File: src/design/ccr_pkg.sv
// ----------------------------------------------------------------------------
// ccr_pkg
// Types and constants shared by the closed-loop Catmull-Rom evaluator.
// ----------------------------------------------------------------------------
package ccr_pkg;

   localparam int MAX_POINTS_DEFAULT = 64;
   localparam int MAX_POINTS_LIMIT   = 1024;
   localparam int ADDR_W             = $clog2(MAX_POINTS_LIMIT);
   localparam int COUNT_W            = 7;
   localparam logic [COUNT_W-1:0] COUNT_RESET = 7'd4;
   localparam int QUEUE_DEPTH        = 4;

   localparam logic [1:0] ST_LOADED    = 2'd0;
   localparam logic [1:0] ST_EVALUATED = 2'd1;
   localparam logic [1:0] ST_RANGE     = 2'd2;

   typedef enum logic [1:0] {
      OP_LOAD,
      OP_EVAL,
      OP_REJECT
   } ccr_op_type;

   typedef struct packed {
      ccr_op_type               op;
      logic [3:0][ADDR_W-1:0]   addr;
      logic signed [31:0]       coord_x;
      logic signed [31:0]       coord_y;
      logic signed [31:0]       coord_z;
      logic [15:0]              frac;
   } ccr_entry_type;

endpackage

File: src/design/ccr_queue.sv
// ----------------------------------------------------------------------------
// ccr_queue
// Short FIFO between the front and the arithmetic back end.
// ----------------------------------------------------------------------------
module ccr_queue import ccr_pkg::*; (
   input  logic          clock,
   input  logic          reset,
   input  logic          push_valid,
   output logic          push_ready,
   input  ccr_entry_type push_data,
   output logic          pop_valid,
   input  logic          pop,
   output ccr_entry_type pop_data
);

   localparam int PTR_W = $clog2(QUEUE_DEPTH);
   localparam int CNT_W = $clog2(QUEUE_DEPTH + 1);

   ccr_entry_type    slot_ff [QUEUE_DEPTH];
   logic [PTR_W-1:0] wr_ff, wr_in, rd_ff, rd_in;
   logic [CNT_W-1:0] cnt_ff, cnt_in;
   logic             push;

   always_comb begin
      push   = push_valid && push_ready;
      wr_in  = push ? wr_ff + 1'b1 : wr_ff;
      rd_in  = pop ? rd_ff + 1'b1 : rd_ff;
      cnt_in = cnt_ff + CNT_W'(push) - CNT_W'(pop);
   end

   always_ff @(posedge clock) begin
      if (reset) begin
         wr_ff  <= '0;
         rd_ff  <= '0;
         cnt_ff <= '0;
      end else begin
         wr_ff  <= wr_in;
         rd_ff  <= rd_in;
         cnt_ff <= cnt_in;
      end
   end

   always_ff @(posedge clock) begin
      if (push) begin
         slot_ff[wr_ff] <= push_data;
      end
   end

   assign push_ready = (cnt_ff != CNT_W'(QUEUE_DEPTH));
   assign pop_valid  = (cnt_ff != '0);
   assign pop_data   = slot_ff[rd_ff];

endmodule

File: config.mk
export PLATFORM = sky130hd
export DESIGN_NAME = ccr_queue
export DESIGN_NICKNAME = d
export VERILOG_FILES = /design/src/design/ccr_pkg.sv /design/src/design/ccr_queue.sv
export SDC_FILE = /design/constraint.sdc
export NUM_CORES = 1
export LEC_CHECK = 0
export ABC_AREA = 1
export BUFFER_PORTS_ARGS = -buffer_cell sky130_fd_sc_hd__buf_2
export CAP_MARGIN = 20
export CORE_MARGIN = 10
export CORE_UTILIZATION = 52
export CTS_CLUSTER_DIAMETER = 60
export DETAILED_ROUTE_END_ITERATION = 8
export GPL_TIMING_DRIVEN = 1
export PLACE_DENSITY = 0.76
export REMOVE_ABC_BUFFERS = 1
export SLEW_MARGIN = 20
export SYNTH_ARGS = -nofsm -noshare
export SYNTH_HDL_FRONTEND = slang
export SYNTH_SLANG_ARGS = --single-unit
File: constraint.sdc
create_clock -name clock -period 8.5 [get_ports clock]
set_input_delay 0.85 -clock clock [delete_from_list [all_inputs] [get_ports clock]]
set_output_delay 0.85 -clock clock [all_outputs]
set_load 0.05 [all_outputs]
==> flow_metrics.env <==
export IMPL_ctsHoldBuffers=0
export IMPL_cp_slowest_cell="inv_4"
export IMPL_cts_setup_buffers=0
export IMPL_whs_ns=0.438
export IMPL_via_per_inst=5.64
export IMPL_drt_iter0_drc=1413
export IMPL_wire_per_inst_um=20.8
export IMPL_dpl_hpwl_um=28500
export IMPL_critPathKind="reg -> out"
export IMPL_initial_core_util=0.525
export IMPL_fp_dieW_um=231
export IMPL_worstMarginPinSlew_ns=1.09
export IMPL_firstDrtPassIters=6
export IMPL_synth_avg_cell_area_sq_um=14.9
export IMPL_final_core_util=0.612
export IMPL_syn_to_final_growth_pct=16.6
export IMPL_antenna_found_initial=21
export IMPL_drtAntennaViolNets=0
export IMPL_rsz0062_at_grt="false"
export IMPL_die_area_sq_mm=0.0534
export IMPL_grt_max_degree=208
export IMPL_num_vias=14000
export IMPL_drv_slew=0
export IMPL_path_max_fanout=83
export IMPL_r2r_cells=5
export IMPL_synth_area_sq_mm=0.0232
export IMPL_max_freq_mhz=222
export IMPL_clock_sinks=625
export IMPL_r2r_end="slot_ff[0][108]$_DFFE_PP_"
export IMPL_worstSetupStartpointType="flop"
export IMPL_synth_seq_cells=625
export IMPL_cp_arrival_ns=3.65
export IMPL_path_cells="inv_4, buf_4, o21ai_0, o22ai_1, buf_2"
export IMPL_hold_viol_final=0
export IMPL_ys_types=19
export IMPL_h_tree_depth=2
export IMPL_grt_overflow=0
export IMPL_cts_resized=0
export IMPL_cts_tree="yes"
export IMPL_period_needed_ns=4.50
export IMPL_grt_pass1_wl_um=78200
export IMPL_clock_path_buffers=3
export IMPL_critPathRequiredTime_ns=7.65
export IMPL_slowest_delay_ns=0.79
export IMPL_outcome="completed"
export IMPL_routed_wl_um=51800
export IMPL_cap_violations=0
export IMPL_gp_congestion=0.771
export IMPL_irDropWorstVdd_mv=0.207
export IMPL_drive_gt1_frac=0.219
export IMPL_r2r_start="cnt_ff[1]$_SDFF_PP0_"
export IMPL_num_rows=77
export IMPL_synth_warnings=0
export IMPL_slew_headroom=0.271
export IMPL_cts_buffers_inserted=60
export IMPL_clk_latency_ns=0.60
export IMPL_fp_coreArea_sq_mm=0.0441
export IMPL_port_buffers=313
export IMPL_cp_end_kind="output port"
export IMPL_grt_pass1_vias=13800
export IMPL_num_io_pins=314
export IMPL_fin_setup_tns_ns=0
export IMPL_cts_root_buf="clkbuf_16"
export IMPL_clkTransAtPathRegs_ns=0.06
export IMPL_grt_usage=0.187
export IMPL_holdCritPathClass="reg -> reg"
export IMPL_clock_skew_ns=0.0217
export IMPL_r2r_slack_ns=5.37
export IMPL_endpoint="pop_data[26]"
export IMPL_p_per_area_mw_per_mm2=287
export IMPL_die_h_um=231
export IMPL_setup_viol=0
export IMPL_power_leakage_nw=9.28
export IMPL_fin_crit_sh=0.530
export IMPL_drc_errors=0
export IMPL_ys_seq_area_frac=0.807
export IMPL_fin_nets=2000
export IMPL_syn_inst=1549
==> metrics by stage <==
stage / setup WS [ns] / area, sq um / instances / power (mW)
after floorplan: -2.34 / 22600 / 1448 / 4.95
after global placement: 4.42 / 25100 / 2364 / 5.29
after detailed placement: 4.28 / 25100 / 2364 / 5.33
after CTS: 3.63 / 26900 / 2471 / 7.81
after global routing: 3.68 / 27000 / 2481 / 8.02
final: 4.00 / 27000 / 2490 / 7.74
==> power breakdown <==
group	internal, mW	leakage, nW	total, mW	switching (mW)
clock network	1.43	0.891	2.49	1.06
logic	0.268	2.67	1.39	1.12
registers	3.78	5.71	3.86	0.0849
total	5.48	9.28	7.74	2.26
==> cells by family after synthesis <==
kind of cell | after synthesis | share of synthesized area
AO/OA/AOI/OAI | 469 | 0.110
adder cells (fa/ha/maj) | 7 | 0.00411
buffers and inverters | 117 | 0.0256
flip-flops | 625 | 0.807
AND/OR/NAND/NOR | 331 | 0.0538
==> final cells by class <==
class	count	area [sq um]
clock inverter	31	260
clock buffer	76	1580
multi-input combinational	807	3910
antenna	18	45.0
inverter	16	75.1
fill	3247	17100
sequential	625	18700
timing repair buffer	325	1700
tap	592	741
==> metal layers <==
layer / wire length (um) / share of wire / GRT usage / up-vias
met5: 113 / 0.0022 / 0 / -
met4: 1340 / 0.026 / 0.0771 / 16
met3: 4130 / 0.080 / 0.0526 / 118
met2: 25400 / 0.49 / 0.302 / 467
met1: 20800 / 0.40 / 0.235 / 6989
li1: - / - / - / 6458
==> cells in the mapped netlist (all sizes together) <==
master  instances  area share
nand2           9      0.0015
a21oi           3     0.00065
clkbuf         62       0.010
ha              6      0.0032
nand3           2     0.00043
o22ai         154       0.042
o21ai         311       0.067
inv            16      0.0026
edfxtp        616        0.80
a21boi          1     0.00032
nor2          320       0.052
fa              1     0.00086
dfxtp           9      0.0078
buf            39       0.013
==> state kept, by name (all words and copies together), names as in the netlist, named ones only <==
register / count
cnt_ff: 3
rd_ff: 2
slot_ff: 616
wr_ff: 2
==> cells in the final DEF (no fill, tap or decap), drive strengths merged <==
cell / synthesis / final
a21boi: 1 / 1
nand3: 2 / 2
inv: 16 / 16
a21oi: 3 / 3
dfxtp: 9 / 9
buf: 39 / 325
o22ai: 154 / 154
clkbuf: 62 / 76
clkinv: 0 / 24
ha: 6 / 6
fa: 1 / 1
diode: 0 / 18
clkinvlp: 0 / 3
edfxtp: 616 / 616
nand2: 9 / 9
bufinv: 0 / 4
o21ai: 311 / 311
nor2: 320 / 320
==> critical path: cells and delay by family, from the launching register on <==
kind                   cells  cell delay [ns]
DFF                        1             0.55
AOI/OAI and AO/OA          2             0.47
buffers and inverters      3             1.89
==> worst min path at each step <==
stage                          startpoint              endpoint  cells after the start
finish              rd_ff[1]$_SDFFE_PP0P_                  flop                      1
global route                        reset  cnt_ff[1]$_SDFF_PP0_                      2
CTS                                 reset  cnt_ff[1]$_SDFF_PP0_                      2
detailed placement  rd_ff[1]$_SDFFE_PP0P_                  flop                      1
global placement    rd_ff[1]$_SDFFE_PP0P_                  flop                      1
floorplan           rd_ff[1]$_SDFFE_PP0P_                  flop                      1
(Power assumes the default switching activity.)
