--- config.mk ---
export PLATFORM = sky130hd
export DESIGN_NAME = ccr_front_flat
export DESIGN_NICKNAME = d
export VERILOG_FILES = /design/src/design/ccr_pkg.sv /design/src/design/ccr_if.sv /design/src/design/ccr_front.sv /design/src/flat_wrapper.sv
export SDC_FILE = /design/constraint.sdc
export NUM_CORES = 1
export LEC_CHECK = 0
export BUFFER_PORTS_ARGS = -buffer_cell sky130_fd_sc_hd__buf_2
export CAP_MARGIN = 40
export CORE_ASPECT_RATIO = 0.75
export CORE_MARGIN = 5
export CORE_UTILIZATION = 30
export CTS_CLUSTER_SIZE = 30
export DETAILED_ROUTE_END_ITERATION = 12
export SYNTH_ARGS = -nofsm -noshare
export SYNTH_HDL_FRONTEND = slang
export SYNTH_SLANG_ARGS = --single-unit
--- constraint.sdc ---
create_clock -name clock -period 8.9 [get_ports clock]
set_input_delay 0.445 -clock clock [delete_from_list [all_inputs] [get_ports clock]]
set_output_delay 0.445 -clock clock [all_outputs]
set_load 0.05 [all_outputs]
--- src/design/ccr_pkg.sv ---
// ----------------------------------------------------------------------------
// ccr_pkg
// Types and constants shared by the closed-loop Catmull-Rom evaluator.
// ----------------------------------------------------------------------------
package ccr_pkg;

   localparam int MAX_POINTS_DEFAULT = 64;
   localparam int MAX_POINTS_LIMIT   = 1024;
   localparam int ADDR_W             = $clog2(MAX_POINTS_LIMIT);
   localparam int COUNT_W            = 7;
   localparam logic [COUNT_W-1:0] COUNT_RESET = 7'd4;
   localparam int QUEUE_DEPTH        = 4;

   localparam logic [1:0] ST_LOADED    = 2'd0;
   localparam logic [1:0] ST_EVALUATED = 2'd1;
   localparam logic [1:0] ST_RANGE     = 2'd2;

   typedef enum logic [1:0] {
      OP_LOAD,
      OP_EVAL,
      OP_REJECT
   } ccr_op_type;

   typedef struct packed {
      ccr_op_type               op;
      logic [3:0][ADDR_W-1:0]   addr;
      logic signed [31:0]       coord_x;
      logic signed [31:0]       coord_y;
      logic signed [31:0]       coord_z;
      logic [15:0]              frac;
   } ccr_entry_type;

endpackage

--- src/design/ccr_if.sv ---
// ----------------------------------------------------------------------------
// ccr_if
// Request and response channels of the evaluator.
// ----------------------------------------------------------------------------
interface ccr_req_if;
   logic               valid;
   logic               ready;
   logic               kind;
   logic [5:0]         point_index;
   logic signed [31:0] coord_x;
   logic signed [31:0] coord_y;
   logic signed [31:0] coord_z;
   logic [15:0]        phase;

   modport source (output valid, kind, point_index, coord_x, coord_y, coord_z, phase,
                   input ready);
   modport sink   (input valid, kind, point_index, coord_x, coord_y, coord_z, phase,
                   output ready);
endinterface


--- src/design/ccr_front.sv ---
// ----------------------------------------------------------------------------
// ccr_front
// Accepts requests, holds the point count, classifies each item and works
// out segment, local t and the four wrapped table slots.
// ----------------------------------------------------------------------------
module ccr_front import ccr_pkg::*; #(
   parameter int MAX_POINTS = MAX_POINTS_DEFAULT
) (
   input  logic                clock,
   input  logic                reset,
   ccr_req_if.sink             req,
   input  logic                csr_wr_en,
   input  logic [COUNT_W-1:0]  csr_wr_data,
   output logic                push_valid,
   input  logic                push_ready,
   output ccr_entry_type       push_data
);

   logic [COUNT_W-1:0]    count_ff;
   logic [COUNT_W-1:0]    count_in;
   logic [COUNT_W+15:0]   prod;
   logic [COUNT_W-1:0]    seg, idx0, idx2, idx3, seg_nx, idx2_nx;
   logic                  bad_count;

   always_ff @(posedge clock) begin
      if (reset) begin
         count_ff <= COUNT_RESET;
      end else begin
         count_ff <= count_in;
      end
   end

   always_comb begin
      count_in  = csr_wr_en ? csr_wr_data : count_ff;
      prod      = (COUNT_W+16)'(req.phase) * (COUNT_W+16)'(count_ff);
      seg       = prod[COUNT_W+15:16];
      seg_nx    = seg + 1'b1;
      idx0      = (seg == '0) ? count_ff - 1'b1 : seg - 1'b1;
      idx2      = (seg_nx == count_ff) ? '0 : seg_nx;
      idx2_nx   = idx2 + 1'b1;
      idx3      = (idx2_nx == count_ff) ? '0 : idx2_nx;
      bad_count = (count_ff == '0) || (32'(count_ff) > MAX_POINTS);

      push_data.coord_x = req.coord_x;
      push_data.coord_y = req.coord_y;
      push_data.coord_z = req.coord_z;
      push_data.frac    = prod[15:0];
      if (req.kind == 1'b0) begin
         push_data.op      = (32'(req.point_index) >= MAX_POINTS) ? OP_REJECT : OP_LOAD;
         push_data.addr[0] = ADDR_W'(req.point_index);
         push_data.addr[1] = '0;
         push_data.addr[2] = '0;
         push_data.addr[3] = '0;
      end else begin
         push_data.op      = bad_count ? OP_REJECT : OP_EVAL;
         push_data.addr[0] = ADDR_W'(idx0);
         push_data.addr[1] = ADDR_W'(seg);
         push_data.addr[2] = ADDR_W'(idx2);
         push_data.addr[3] = ADDR_W'(idx3);
      end
   end

   assign push_valid = req.valid;
   assign req.ready  = push_ready;

endmodule

--- src/flat_wrapper.sv ---
// flat-port wrapper written by rule: the top's interface ports become plain ports
module ccr_front_flat import ccr_pkg::*;
#(
   parameter int MAX_POINTS = MAX_POINTS_DEFAULT
)
  (clock, reset, csr_wr_en, csr_wr_data, push_valid, push_ready, push_data, req_valid, req_kind, req_point_index, req_coord_x, req_coord_y, req_coord_z, req_phase, req_ready);
  ccr_req_if req_i ();
  input  logic clock;
  input  logic reset;
  input  logic csr_wr_en;
  input  logic [COUNT_W-1:0] csr_wr_data;
  output logic push_valid;
  input  logic push_ready;
  output ccr_entry_type push_data;
  input wire logic [$bits(req_i.valid)-1:0] req_valid;
  input wire logic [$bits(req_i.kind)-1:0] req_kind;
  input wire logic [$bits(req_i.point_index)-1:0] req_point_index;
  input wire logic [$bits(req_i.coord_x)-1:0] req_coord_x;
  input wire logic [$bits(req_i.coord_y)-1:0] req_coord_y;
  input wire logic [$bits(req_i.coord_z)-1:0] req_coord_z;
  input wire logic [$bits(req_i.phase)-1:0] req_phase;
  output wire logic [$bits(req_i.ready)-1:0] req_ready;
  assign req_i.valid = req_valid;
  assign req_i.kind = req_kind;
  assign req_i.point_index = req_point_index;
  assign req_i.coord_x = req_coord_x;
  assign req_i.coord_y = req_coord_y;
  assign req_i.coord_z = req_coord_z;
  assign req_i.phase = req_phase;
  assign req_ready = req_i.ready;
  ccr_front #(.MAX_POINTS(MAX_POINTS)) u_core (.clock(clock), .reset(reset), .req(req_i), .csr_wr_en(csr_wr_en), .csr_wr_data(csr_wr_data), .push_valid(push_valid), .push_ready(push_ready), .push_data(push_data));
endmodule
==> flow_results.org <==
** Yosys
- Post-Synth Simple-Gate Area :: 20.8%
- The synthesized netlist devotes roughly a third of its cell area to adder and majority cells.
- Mapped Area :: about 6000 sq um
- Share of flip-flops with an asynchronous set or reset :: 0%
- Of the synthesized area, sequential elements account for about 2.4%.
- Share of the synthesized area in the top cell type :: 23.2%
- Counting every instance in the synthesized netlist gives around 740.
- Among all flip-flop cells after synthesis, the most frequent one is dfxtp_1.
- Synthesis inferred 7 register bits.
- Warnings from Yosys :: 0
- Top post-synthesis cells by area :: fa_1 (23%), buf_4 (14%), ha_1 (9.5%)
- Main combinational cell family by area after synthesis :: adder cells
- Post-synth EDFFs :: 0
- Averaged over all synthesized cells, the footprint is just over 8 sq um.
- Counting distinct cell types in the post-synthesis netlist gives 75.
- Measured against the total synthesized area, the mux share comes to under 10%.
- The biggest area contributor in the post-synthesis netlist is fa_1.
- After Yosys synthesis, XOR and XNOR cells account for ~7.0% of the synthesized area.
- The synthesized netlist devotes 13.3% of its cell area to compound gates.

** Floorplan
- The die is 173 um wide.
- Core area :: just under 20000 sq um
- During I/O placement, the number of pins put on the boundary was approximately 290.
- Once the floorplan was initialized, standard cells occupied a little under a third of the core.
- Number of standard-cell rows in the floorplan :: between 40 and 50
- Die H :: between 100 and 150 um
- Die area :: around 23000 sq um

** Critical path
- The most numerous cell type found on the critical path is fa_1.
- Kind of critical path :: flop to output port
- Top fanout value on the critical path :: 12
- The worst setup path is launched from a flop.
- Crit end category :: output port
- Delay of the slowest cell on the worst path :: slightly below 600 ps
- Slowest cell on the critical path :: or4_4
- At the worst endpoint, the arrival time is between 8000 and 9000 ps.
- STA puts the critical path data required time at between 8000 and 9000 ps.

** Power and ir drop
- Power per cell area :: about 260 nW/um^2
- Of the total power, the clock network draws under 10%.
- Relative contribution of sequential cells to total power :: between 2 and 3%
- Highest ir drop seen on vdd :: 151 uV
- Internal power comes to between 500 and 600 uW.
- Fraction of power spent switching nets :: a little under two thirds
- Summing internal, switching and leakage power gives 1.58 mW.
- The analysis attributes to net switching a power of 1.01 mW.
- Leakage power figure :: about 2.8 nW
- Power share of the combinational group :: roughly 92%

** Detailed routing
- Average routed wire per standard cell :: between 15 and 20 um
- The routed design has 15.5 mm of wire.
- The first detailed-routing pass took 5 iterations.
- Via count :: 4705
- Ratio of routed vias to standard cells :: 4.94
- Residual antenna-violating net count after detailed routing :: 0
- After detailed routing, the number of remaining DRC violations is 0.
- Violation count after the first detailed-route iteration :: approximately 280

** Global route
- After global routing the overflow that remains totals 0.
- Aggregate global-route resource usage :: approximately an eighth
- Entering global routing, the biggest net connects 25 pins.
- The via count of the first global-routing pass came to approximately 4.8k.
- First-pass GRT wire length :: between 20 and 30 mm
- The number of antenna violations at the first check in global routing came to 0.

** Placement
- The count of buffers added on input and output ports is just under 80.
- The number of placed instances, taps included, is 947.
- HPWL Detailed :: ~13 mm
- Routability-driven placement finished with a final weighted congestion of around 0.85.
- Worst slack, placed :: between 200 and 250 ps

** STA
- Adding up every negative setup slack in the final design gives 0 ps.
- Based on the critical path, the design can be clocked at up to approximately 120 MHz.
- Slew at the pin closest to its max-slew limit :: approximately 850 ps
- Worst setup margin :: between 300 and 400 ps
- Relative slew slack :: 43.0%
- Between clock sinks in the finished design, the worst skew comes to 0 ps.
- Ratio of final minimum period to clock period :: 95.8%
- Setup violations remaining at the end of the flow were counted as 0.
- Total count of max-transition violations in the final report :: 0
- The clock period could shrink to between 8000 and 9000 ps.
- Number of failing hold endpoints at the final stage :: 0

** Flow run
- Number of max-capacitance violations reported :: 0

** Clock network
- Clock-pin slew was measured on the worst setup and hold paths at 40 ps.
- Root cell of the clock tree :: clkbuf_16
- CTS built an H-tree with a depth of 1.
- Clock latency on the worst-skew pair :: roughly 230 ps
- Clock buffer depth :: 2
- Number of sinks handled by clock tree synthesis :: 7
- Counting the buffers created by CTS gives 3.
- TritonCTS built the clock tree.

** Status
- The run finished with clean final reports.

** Layout
- The filler cells instantiated in the layout total approximately 2.1k.
- Largest register by flop count :: u_core.count_ff
- The largest registers in the layout are u_core.count_ff x7.
- The register with the most flip-flops in the layout has 7 of them.
- Layout Nets :: 946
- After the flow finishes, the layout carries non-filler instances totaling 953.
- Layout cells sized above 1 :: about a fifth
- Signed area change from the synthesized netlist to the final layout :: 0.273%
- The repair_antennas step left the layout with diodes totalling 0.

** Hold path
- Worst Hold Class :: input pin to flop
[cells in the final DEF, fill, tap and decap left out, drive strengths merged, types with 4 or more instances in the layout]
| master | Yosys | routed |
|---|---|---|
| xor2 | 11 | 11 |
| xnor2 | 33 | 33 |
| and4 | 4 | 4 |
| nand2 | 88 | 88 |
| a21oi | 28 | 28 |
| nor4 | 5 | 5 |
| ha | 45 | 45 |
| o211ai | 6 | 6 |
| inv | 72 | 72 |
| o21ai | 16 | 16 |
| a211oi | 4 | 4 |
| and2 | 62 | 62 |
| dfxtp | 7 | 7 |
| o211a | 6 | 6 |
| mux2 | 6 | 6 |
| a31oi | 4 | 4 |
| or3 | 4 | 4 |
| nand4 | 5 | 5 |
| a211o | 5 | 5 |
| nor3 | 5 | 5 |
| nor2b | 7 | 7 |
| nor2 | 23 | 23 |
| buf | 124 | 92 |
| conb | 1 | 12 |
| a21o | 10 | 10 |
| mux2i | 10 | 10 |
| fa | 69 | 69 |
| nand3 | 10 | 10 |
| and3 | 5 | 5 |
[synthesized netlist by cell type (3+ instances only)]
library cell  number
buf_4            110
nand2_1           88
inv_1             71
fa_1              69
and2_1            61
ha_1              45
xnor2_1           30
a21oi_1           28
nor2_1            23
clkbuf_1          19
o21ai_0           13
buf_2             11
a21o_1            10
mux2i_1           10
nand3_1           10
xor2_1            10
dfxtp_1            7
nor2b_1            7
mux2_2             6
a211o_1            5
and3_1             5
nand4_1            5
nor3_1             5
nor4_1             4
o211ai_1           4
a2bb2oi_1          3
a31oi_1            3
nand2b_1           3
nor4bb_1           3
o211a_1            3
o211a_2            3
o21a_1             3
o21ai_1            3
o21bai_1           3
or3_1              3
xnor2_2            3
[timing repair]
action,4_1_cts,5_1_grt
hold endpoints to repair,0,0
pin swaps,0,2
hold buffers,0,0
buffers inserted,0,2
resized for setup,3,17
endpoints found under the setup margin,7,7
gates cloned,0,0
[routing by layer]
layer	wire [um]	up-vias	part of all wire (%)	GRT usage [%]
met2	6680	174	43	20.5
li1	-	2221	-	-
met4	41	0	0.26	1.13
met3	1220	6	7.8	2.95
met5	0	-	0	0
met1	7550	2304	49	20.0
[critical path, delay by kind of cell, from the launching register on]
kind,cells,cell delay [ps]
xor gates and xnor gates,4,650
buffers and inverters,3,320
adders and majority gates,7,2920
and+or+nand+nor,9,2160
AOI/OAI and AO/OA,7,1330
DFF,1,440
[stage by stage]
stage / utilization, % / hold WS [ps] / cell area, sq um
floorplan: - / 517 / 6000
global placement: 29.9 / 682 / 5810
detailed placement: 30.0 / 537 / 5820
CTS: 30.4 / 441 / 5910
global route: 30.7 / 469 / 5970
finish: 30.7 / 440 / 5970
[power groups by stage]
stage | Clock (mW) | Combinational [mW] | Sequential [mW]
2_1_floorplan | 0 | 1.27 | 0.0358
3_3_place_gp | 0 | 1.42 | 0.0431
3_5_place_dp | 0 | 1.43 | 0.0414
4_1_cts | 0.0806 | 1.44 | 0.0411
5_1_grt | 0.0823 | 1.59 | 0.0414
6_report | 0.0791 | 1.46 | 0.0408
[path summary, 6_finish.rpt]
| check | startpoint | endpoint | slack [ps] | cells after the start |
|---|---|---|---|---|
| setup / recovery | u_core.count_ff[5] | push_data[148] | 370 | 30 |
| hold / removal | csr_wr_data[3] | u_core.count_ff[3] | 440 | 3 |
| setup reg to reg | u_core.count_ff[2] | u_core.count_ff[2] | 7810 | 3 |
| hold reg to reg | u_core.count_ff[0] | u_core.count_ff[0] | 540 | 2 |
[area by class of cell]
| cell class | instances | area [sq um] | area share, % |
|---|---|---|---|
| sequential | 7 | 163 | 2.72 |
| timing repair buffer | 92 | 503 | 8.42 |
| inverter | 72 | 270 | 4.52 |
| multi-input combinational | 525 | 4640 | 77.7 |
| clock inverter | 1 | 5.00 | 0.0838 |
| clock buffer | 3 | 75.1 | 1.26 |
| tap | 253 | 317 | 5.30 |
[cells by family (layout without fill, tap and decap cells)]
family                     Yosys count  count (layout)
other                                1              12
adders and majority gates          114             114
and+or+nand+nor                    233             233
muxes                               16              16
buffers and inverters              216             168
xor gates and xnor gates            44              44
DFF                                  7               7
AOI/OAI and AO/OA                  106             106
(Power assumes the default switching activity.)
